## config.mk

```make
export PLATFORM = sky130hd
export DESIGN_NAME = pov_column_timing_controller_flat
export DESIGN_NICKNAME = d
export VERILOG_FILES = /design/src/pctc_pkg.sv /design/src/pctc_in_if.sv /design/src/pctc_out_if.sv /design/src/pov_column_timing_controller.sv /design/src/pctc_ram.sv /design/src/flat_wrapper.sv
export VERILOG_INCLUDE_DIRS = /design/src /design/src/src
export SDC_FILE = /design/constraint.sdc
export NUM_CORES = 1
export LEC_CHECK = 0
export ABC_AREA = 1
export BUFFER_PORTS_ARGS = -buffer_cell sky130_fd_sc_hd__buf_4
export CORE_UTILIZATION = 35
export CTS_CLUSTER_DIAMETER = 120
export DETAILED_ROUTE_END_ITERATION = 12
export PLACE_DENSITY = 0.57
export SYNTH_ARGS = -nofsm -noshare
export SYNTH_HDL_FRONTEND = slang
export SYNTH_SLANG_ARGS = --single-unit
```

## constraint.sdc

```tcl
create_clock -name clk -period 3.85 [get_ports clk]
set_input_delay 0.1925 -clock clk [delete_from_list [all_inputs] [get_ports clk]]
set_output_delay 0.1925 -clock clk [all_outputs]
set_load 0.02 [all_outputs]
```

## src/pov_column_timing_controller_defines.svh

```systemverilog
// Assertion macros shared by the column timing controller RTL.
// Needs clk and rst_n in the scope where a macro is used; no other dependencies.
`ifndef POV_COLUMN_TIMING_CONTROLLER_DEFINES_SVH
`define POV_COLUMN_TIMING_CONTROLLER_DEFINES_SVH

`ifndef SYNTH
`define PCTC_ASSERT_SAME(label, ante, cons) \
    label: assert property (@(posedge clk) disable iff (!rst_n) (ante) |-> (cons)) \
        else $error("same-cycle check failed");
`define PCTC_ASSERT_NEXT(label, ante, cons) \
    label: assert property (@(posedge clk) disable iff (!rst_n) (ante) |=> (cons)) \
        else $error("next-cycle check failed");
`else
`define PCTC_ASSERT_SAME(label, ante, cons)
`define PCTC_ASSERT_NEXT(label, ante, cons)
`endif

`endif

```

## src/pctc_pkg.sv

```systemverilog
// Package for the column timing controller: field widths, mode codes and the
// built-in picture. No dependencies.
package pctc_pkg;

    localparam int COLUMNS_DEFAULT     = 64;
    localparam int TIMER_WIDTH_DEFAULT = 16;

    localparam int MODE_W  = 2;
    localparam int ADDR_W  = 6;
    localparam int BITS_W  = 8;
    localparam int SHOWN_W = 7;
    localparam int STEP_W  = 16;

    localparam int PICTURE_LEN = 64;

    typedef enum logic [MODE_W-1:0] {
        MODE_TICK = 2'd0,
        MODE_HALL = 2'd1,
        MODE_LOAD = 2'd2
    } mode_t;

    localparam logic [BITS_W-1:0] PICTURE [PICTURE_LEN] = '{
        8'hff, 8'h13, 8'h13, 8'h13, 8'h13, 8'h01,
        8'h83, 8'h83, 8'hff, 8'h83, 8'h83, 8'h01,
        8'h7d, 8'h83, 8'h93, 8'h93, 8'h75, 8'h01,
        8'hff, 8'h11, 8'h11, 8'h11, 8'hff, 8'h01,
        8'h03, 8'h03, 8'hff, 8'h03, 8'h03, 8'h01,
        8'hff, 8'h93, 8'h93, 8'h93, 8'h93, 8'h01,
        8'hff, 8'h13, 8'h33, 8'h53, 8'h8d, 8'h01,
        8'h01, 8'h01, 8'h01, 8'h01, 8'h01, 8'h01,
        8'h01, 8'h01, 8'h01, 8'h01, 8'h01, 8'h01,
        8'h01, 8'h01, 8'h01, 8'h01, 8'h01, 8'h01,
        8'h01, 8'h01, 8'h01, 8'h01
    };

    // Power-up contents of a column; columns past the picture start dark.
    function automatic logic [BITS_W-1:0] picture_column(input logic [7:0] idx);
        logic [BITS_W-1:0] val;
        val = 8'h00;
        if (idx < 8'(PICTURE_LEN))
        begin
            val = PICTURE[idx[5:0]];
        end
        return val;
    endfunction

endpackage

```

## src/pctc_in_if.sv

```systemverilog
// Input channel of the column timing controller: valid, ready and one item.
// Depends on pctc_pkg.
interface pctc_in_if;
    import pctc_pkg::*;

    logic              valid;
    logic              ready;
    logic [MODE_W-1:0] mode;
    logic [ADDR_W-1:0] column_address;
    logic [BITS_W-1:0] column_bits;

    modport source (output valid, output mode, output column_address,
                    output column_bits, input ready);
    modport sink (input valid, input mode, input column_address,
                  input column_bits, output ready);
endinterface

```

## src/pctc_out_if.sv

```systemverilog
// Result channel of the column timing controller: valid, ready and one result.
// Depends on pctc_pkg.
interface pctc_out_if;
    import pctc_pkg::*;

    logic               valid;
    logic               ready;
    logic [BITS_W-1:0]  led_drive;
    logic               column_strobe;
    logic [SHOWN_W-1:0] column_shown;

    modport source (output valid, output led_drive, output column_strobe,
                    output column_shown, input ready);
    modport sink (input valid, input led_drive, input column_strobe,
                  input column_shown, output ready);
endinterface

```

## src/pov_column_timing_controller.sv

```systemverilog
// Column timer for a rotating LED display: one item is taken every clock cycle
// and its result is held in an output register, set at the accepting edge; a full output
// with a stalled sink blocks input. The column step is built during the
// revolution by a divide-by-COLUMNS prescaler, and the pattern RAM is read
// ahead at the next column, so no path holds more than one timer add and
// compare. Columns never written read as the built-in picture; no clearing pass.
// Depends on pctc_pkg, pctc_in_if, pctc_out_if, pctc_ram and the defines header.
`include "pov_column_timing_controller_defines.svh"

module pov_column_timing_controller #(
    parameter int COLUMNS     = pctc_pkg::COLUMNS_DEFAULT,
    parameter int TIMER_WIDTH = pctc_pkg::TIMER_WIDTH_DEFAULT
) (
    input  logic        clk,
    input  logic        rst_n,
    pctc_in_if.sink     item,
    pctc_out_if.source  result
);
    import pctc_pkg::*;

    localparam int AW  = $clog2(COLUMNS);
    localparam int CIW = $clog2(COLUMNS + 1);
    localparam int SW  = $clog2(COLUMNS);
    localparam int TW  = TIMER_WIDTH;

    logic [TW-1:0]      tick_reg, tick_next;
    logic [TW-1:0]      cmp_reg, cmp_next;
    logic [STEP_W-1:0]  step_reg, step_next;
    logic [SW-1:0]      sub_reg, sub_next;
    logic [STEP_W-1:0]  quot_reg, quot_next;
    logic [CIW-1:0]     col_idx_reg, col_idx_next;
    logic [BITS_W-1:0]  led_reg, led_next;
    logic               strobe_reg, strobe_next;
    logic               out_valid_reg, out_valid_next;
    logic [COLUMNS-1:0] col_valid_reg;
    logic               wr_last_reg;
    logic [AW-1:0]      wr_addr_last_reg;
    logic [BITS_W-1:0]  wr_data_last_reg;

    logic              accept;
    logic              wr_en;
    logic              addr_ok;
    logic [AW-1:0]     wr_addr;
    logic [AW-1:0]     col_addr;
    logic              col_lt;
    logic [BITS_W-1:0] ram_rd;
    logic [BITS_W-1:0] pattern;
    logic              match;
    logic              hall_acc;

    assign accept   = item.valid && item.ready;
    assign hall_acc = accept && (item.mode == MODE_HALL);
    assign addr_ok  = int'(item.column_address) < COLUMNS;
    assign wr_addr  = AW'(item.column_address);
    assign wr_en    = accept && (item.mode == MODE_LOAD) && addr_ok;
    assign col_addr = col_idx_reg[AW-1:0];
    assign col_lt   = col_idx_reg < CIW'(COLUMNS);

    pctc_ram #(
        .WIDTH (BITS_W),
        .DEPTH (COLUMNS)
    ) u_pattern_ram (
        .clk     (clk),
        .wr_en   (wr_en),
        .wr_addr (wr_addr),
        .wr_data (item.column_bits),
        .rd_addr (col_idx_next[AW-1:0]),
        .rd_data (ram_rd)
    );

    // The RAM read was issued last cycle at the current column; a write to that
    // column in the same cycle is forwarded here.
    always_comb
    begin
        if (wr_last_reg && (wr_addr_last_reg == col_addr))
        begin
            pattern = wr_data_last_reg;
        end
        else if (col_valid_reg[col_addr])
        begin
            pattern = ram_rd;
        end
        else
        begin
            pattern = picture_column(8'(col_addr));
        end
    end

    always_comb
    begin
        tick_next    = tick_reg;
        cmp_next     = cmp_reg;
        step_next    = step_reg;
        sub_next     = sub_reg;
        quot_next    = quot_reg;
        col_idx_next = col_idx_reg;
        led_next     = led_reg;
        strobe_next  = strobe_reg;
        match        = 1'b0;
        if (accept)
        begin
            strobe_next = 1'b0;
            case (item.mode)
                MODE_TICK:
                begin
                    tick_next = tick_reg + 1'b1;
                    if (sub_reg == SW'(COLUMNS - 1))
                    begin
                        sub_next = '0;
                        if (quot_reg != '1)
                        begin
                            quot_next = quot_reg + 1'b1;
                        end
                    end
                    else
                    begin
                        sub_next = sub_reg + 1'b1;
                    end
                    if (tick_next == cmp_reg)
                    begin
                        match       = 1'b1;
                        led_next    = col_lt ? pattern : '0;
                        strobe_next = 1'b1;
                        cmp_next    = tick_next + TW'(step_reg);
                        if (col_lt)
                        begin
                            col_idx_next = col_idx_reg + 1'b1;
                        end
                    end
                end
                MODE_HALL:
                begin
                    step_next    = quot_reg;
                    cmp_next     = TW'(quot_reg);
                    tick_next    = '0;
                    sub_next     = '0;
                    quot_next    = '0;
                    col_idx_next = '0;
                end
                default:
                begin
                end
            endcase
        end
    end

    always_comb
    begin
        out_valid_next = out_valid_reg;
        if (accept)
        begin
            out_valid_next = 1'b1;
        end
        else if (result.ready)
        begin
            out_valid_next = 1'b0;
        end
    end

    always_ff @(posedge clk or negedge rst_n)
    begin
        if (!rst_n)
        begin
            tick_reg      <= '0;
            cmp_reg       <= '0;
            step_reg      <= '0;
            sub_reg       <= '0;
            quot_reg      <= '0;
            col_idx_reg   <= CIW'(COLUMNS);
            led_reg       <= '0;
            strobe_reg    <= 1'b0;
            out_valid_reg <= 1'b0;
            col_valid_reg <= '0;
            wr_last_reg   <= 1'b0;
        end
        else
        begin
            tick_reg      <= tick_next;
            cmp_reg       <= cmp_next;
            step_reg      <= step_next;
            sub_reg       <= sub_next;
            quot_reg      <= quot_next;
            col_idx_reg   <= col_idx_next;
            led_reg       <= led_next;
            strobe_reg    <= strobe_next;
            out_valid_reg <= out_valid_next;
            wr_last_reg   <= wr_en;
            if (wr_en)
            begin
                col_valid_reg[wr_addr] <= 1'b1;
            end
        end
    end

    always_ff @(posedge clk)
    begin
        wr_addr_last_reg <= wr_addr;
        wr_data_last_reg <= item.column_bits;
    end

    assign item.ready           = !out_valid_reg || result.ready;
    assign result.valid         = out_valid_reg;
    assign result.led_drive     = led_reg;
    assign result.column_strobe = strobe_reg;
    assign result.column_shown  = SHOWN_W'(col_idx_reg);

    `PCTC_ASSERT_NEXT(a_hall_restart, hall_acc, col_idx_reg == '0 && tick_reg == '0)
    `PCTC_ASSERT_NEXT(a_match_advance, match, col_idx_reg == CIW'(COLUMNS) || col_idx_reg == $past(col_idx_reg) + 1'b1)
    `PCTC_ASSERT_NEXT(a_blank_past_end, match && !col_lt, led_reg == '0 && strobe_reg)
    `PCTC_ASSERT_SAME(a_no_accept_when_full, out_valid_reg && !result.ready, !accept)

endmodule

```

## src/pctc_ram.sv

```systemverilog
// Generic single-write, single-read RAM with a registered read port.
// No dependencies.
module pctc_ram #(
    parameter int WIDTH = 8,
    parameter int DEPTH = 64
) (
    input  logic                     clk,
    input  logic                     wr_en,
    input  logic [$clog2(DEPTH)-1:0] wr_addr,
    input  logic [WIDTH-1:0]         wr_data,
    input  logic [$clog2(DEPTH)-1:0] rd_addr,
    output logic [WIDTH-1:0]         rd_data
);
    logic [WIDTH-1:0] mem [DEPTH];

    always_ff @(posedge clk)
    begin
        if (wr_en)
        begin
            mem[wr_addr] <= wr_data;
        end
        rd_data <= mem[rd_addr];
    end
endmodule
```

## src/flat_wrapper.sv

```systemverilog
// flat-port wrapper written by rule: the top's interface ports become plain ports
module pov_column_timing_controller_flat import pctc_pkg::*;
#(
    parameter int COLUMNS     = pctc_pkg::COLUMNS_DEFAULT,
    parameter int TIMER_WIDTH = pctc_pkg::TIMER_WIDTH_DEFAULT
)
  (clk, rst_n, item_valid, item_mode, item_column_address, item_column_bits, item_ready, result_valid, result_led_drive, result_column_strobe, result_column_shown, result_ready);
  pctc_in_if item_i ();
  pctc_out_if result_i ();
  input  logic clk;
  input  logic rst_n;
  input wire logic [$bits(item_i.valid)-1:0] item_valid;
  input wire logic [$bits(item_i.mode)-1:0] item_mode;
  input wire logic [$bits(item_i.column_address)-1:0] item_column_address;
  input wire logic [$bits(item_i.column_bits)-1:0] item_column_bits;
  output wire logic [$bits(item_i.ready)-1:0] item_ready;
  output wire logic [$bits(result_i.valid)-1:0] result_valid;
  output wire logic [$bits(result_i.led_drive)-1:0] result_led_drive;
  output wire logic [$bits(result_i.column_strobe)-1:0] result_column_strobe;
  output wire logic [$bits(result_i.column_shown)-1:0] result_column_shown;
  input wire logic [$bits(result_i.ready)-1:0] result_ready;
  assign item_i.valid = item_valid;
  assign item_i.mode = item_mode;
  assign item_i.column_address = item_column_address;
  assign item_i.column_bits = item_column_bits;
  assign item_ready = item_i.ready;
  assign result_valid = result_i.valid;
  assign result_led_drive = result_i.led_drive;
  assign result_column_strobe = result_i.column_strobe;
  assign result_column_shown = result_i.column_shown;
  assign result_i.ready = result_ready;
  pov_column_timing_controller #(.COLUMNS(COLUMNS), .TIMER_WIDTH(TIMER_WIDTH)) u_core (.clk(clk), .rst_n(rst_n), .item(item_i), .result(result_i));
endmodule
```

==> results.py <==
metrics = {
    "clocking": {
        "cts_made_buffers": 75,
        "cts_sinks": 686,
        "cts_root_buf": "clkbuf_16",
        "cts.path.max_buffers": 3,
        "clk_latency_ns": 0.63,
        "clkTransAtPathRegs_ns": 0.06,
        "htree_levels": 3,
        "cts_tree": "built",
    },
    "layout": {
        "largest_reg_flops": 512,
        "nNetsFinal": 3381,
        "diodes": 0,
        "final_common_cell": "nand2_1",
        "utilization_pct": 40.6,
        "final_cell_area_um2": 36500,
        "fill_cells": 8675,
        "final_cell_mix": "nand2_1, edfxtp_1, inv_1",
        "stdcell_count": 4572,
        "drive_gt1_share_pct": 10.0,
        "syn_to_final_growth_pct": 14.9,
    },
    "pwr": {
        "p_clk_share_pct": 44.2,
        "intPower_mw": 12.7,
        "p_leak_nw": 15.6,
        "netSwitchingPower_mw": 3.87,
        "max-vdd-ir-drop_v": 0.000290,
        "p_seq_share_pct": 49.5,
        "p_sw_share_pct": 23.4,
        "power.density_nw_per_um2": 454,
        "p_comb_share_pct": 6.4,
        "p_total_mw": 16.6,
    },
    "placement": {
        "place_congestion": 0.886,
        "dp.cells": 4417,
        "place_area_um2": 33600,
        "io_buffer_count": 37,
        "hpwl_um": 56100,
        "preCtsSetupSlack_ns": 0.166,
    },
    "die": {
        "core_um2": 89900,
        "ios": 38,
        "die_w_um": 303,
        "dieArea_um2": 91800,
        "initial_utilization_pct": 35.3,
        "row_count": 110,
        "die_h_um": 303,
    },
    "logic_synthesis": {
        "yosysTopAreaCellShare_pct": 48.5,
        "netlist_area_um2": 31700,
        "ys_types": 50,
        "syn-num-nets": 3330,
        "avgSynthCellArea_um2": 9.65,
        "synth-seq-cells": 686,
        "async_flop_share_pct": 22.2,
        "seq_area_frac_synth_pct": 61.9,
        "synth_area_leaders": "edfxtp_1, dfrtp_1, nand2_1, nand3_1, inv_1",
        "synth_top_area_cell": "edfxtp_1",
        "synthFlopType": "edfxtp_1",
        "yosysWarningCount": 0,
        "synth_cells": 3285,
        "synth_edf_count": 512,
    },
    "timing": {
        "min_period_over_period_pct": 92.6,
        "worst_slack_ns": 0.287,
        "hold_violations": 0,
        "min_period_ns": 3.56,
        "relSlewSlack_pct": 30.6,
        "setup_viol": 0,
        "final.setup_skew_ns": 0.0340,
        "worstMarginPinSlew_ns": 1.04,
        "rsz0062_at_grt": "yes",
        "fmax_ghz": 0.281,
        "slew_violations": 0,
    },
    "drt": {
        "dr.pass1.iters": 6,
        "drc": 0,
        "wl_um": 93900,
        "drtIter0Drc": 2297,
        "vias_per_cell": 5.18,
        "antenna_left": 0,
        "num_vias": 23700,
        "drt-wirelength-per-cell_um": 20.5,
    },
    "global_route": {
        "grt_max_degree": 97,
        "grt_pass1_wl_um": 140000,
        "antenna_found_initial": 2,
        "grt_pass1_vias": 22300,
        "grt_usage_pct": 20.2,
        "overflow": 0,
    },
    "critical_path": {
        "worstPathArrival_ns": 4.14,
        "critical_path.max_fanout": 39,
        "reg2reg_from": "u_core.tick_reg[8]$_DFFE_PN0P_",
        "worstSetupPathType": "flop to flop",
        "cp-end-kind": "flop",
        "required_ns": 4.42,
        "start_kind": "flop",
        "r2r_end": "u_core.u_pattern_ram.rd_data[3]$_DFF_P_",
        "ff2ff_path_depth": 22,
        "ff2ff_setup_slack_ns": 0.29,
    },
    "worst_hold_path": {
        "holdPathStages": 5,
        "hold_class": "input pin to flop",
        "min-delay-start": "item_valid",
        "hold_end": "u_core.result.column_strobe$_DFFE_PN0P_",
    },
    "outcome": {
        "outcome": "finished, final reports clean",
    },
    "run": {
        "maxCapViolCount": 0,
    },
}
-- power by group through the flow --
stage	sequential [mW]	combinational, mW	clock (mW)
finish	8.19	1.05	7.31
global route	8.21	1.18	7.71
CTS	8.19	1.04	7.42
detailed placement	8.34	1.03	0
global placement	8.34	1.01	0
floorplan	8.31	0.596	0
-- how the worst max path moves through the flow --
stage | start | endpoint | slack [ns] | cells past startpoint
floorplan | u_core.tick_reg[2]$_DFFE_PN0P_ | u_core.cmp_reg[14]$_DFFE_PN0P_ | 0.97 | 21
global placement | u_core.tick_reg[0]$_DFFE_PN0P_ | u_core.u_pattern_ram.rd_data[4]$_DFF_P_ | 0.21 | 22
detailed placement | u_core.tick_reg[0]$_DFFE_PN0P_ | u_core.u_pattern_ram.rd_data[3]$_DFF_P_ | 0.17 | 21
CTS | u_core.tick_reg[0]$_DFFE_PN0P_ | u_core.u_pattern_ram.rd_data[5]$_DFF_P_ | 0.17 | 22
global route | u_core.tick_reg[1]$_DFFE_PN0P_ | u_core.u_pattern_ram.rd_data[5]$_DFF_P_ | -0.02 | 23
finish | u_core.tick_reg[8]$_DFFE_PN0P_ | u_core.u_pattern_ram.rd_data[3]$_DFF_P_ | 0.29 | 22
-- cell usage after synthesis (all sizes together), types with 4 or more instances --
master / instances
o21ai: 150
clkbuf: 87
o211ai: 21
xor2: 7
dfxtp: 22
o22ai: 12
nand4: 199
a211oi: 4
or2: 36
a21oi: 75
a31oi: 5
dfrtp: 151
nor2: 140
edfxtp: 512
buf: 99
nand3: 484
nor4: 4
ha: 24
inv: 512
nand2: 701
clkinv: 7
nor3: 10
-- through the flow --
| step | setup TNS, ns | hold slack [ns] |
|---|---|---|
| 6_report | 0 | 0.0395 |
| 3_5_place_dp | 0 | 0.251 |
| 5_1_grt | -0.0287 | 0.0798 |
| 2_1_floorplan | 0 | -0.103 |
| 3_3_place_gp | 0 | 0.247 |
| 4_1_cts | 0 | 0.0148 |
-- critical path: stages, from the launching register on --
cell      delay [ns]
dfrtp_1         0.43
nand2_1         0.13
nor2_1          0.19
nand2_1         0.11
clkinv_1        0.07
nand3_1         0.09
nand3_1         0.10
nand2_1         0.05
nor2_1          0.14
nand2_1         0.11
nor2_4          0.25
nand3_1         0.10
nand3_1         0.14
nand2_4         0.13
inv_4           0.12
buf_12          0.23
buf_4           0.31
nand3_1         0.11
nand3_1         0.11
nand3_1         0.16
nand3_1         0.24
nand3_1         0.10
nand2_1         0.07
-- cells by family (layout without fill, tap and decap cells) --
family | after synthesis | after routing | share of synthesized area, %
adders and majority gates | 25 | 25 | 1.01
AOI/OAI and AO/OA | 281 | 281 | 4.96
DFF | 686 | 686 | 61.9
buffers and inverters | 705 | 816 | 8.97
xor gates and xnor gates | 10 | 10 | 0.276
and+or+nand+nor | 1578 | 1578 | 22.9
-- layer usage --
layer	up-vias	global-route usage [%]	part of all wire [%]
met2	897	31.3	45
li1	11200	-	-
met1	11500	28.6	45
met5	-	0	0.013
met4	2	6.17	2.5
met3	132	3.57	7.5
-- layout make-up --
cell class,count,area (um2),share of cell area (%)
Tap cell,1176,1470,4.04
Clock buffer,94,2090,5.75
Inverter,519,1960,5.39
Sequential cell,686,19600,53.8
Clock inverter,43,402,1.10
Multi-Input combinational cell,1894,9320,25.6
Timing Repair Buffer,160,1580,4.34
-- what timing repair did --
action                                 in CTS  in global routing
hold buffers                               12                  0
setup endpoints to repair                   0                  9
resized for setup                           0                 20
endpoints found under the hold margin      81                  0
buffers inserted                            0                  2
(Power assumes the default switching activity.)
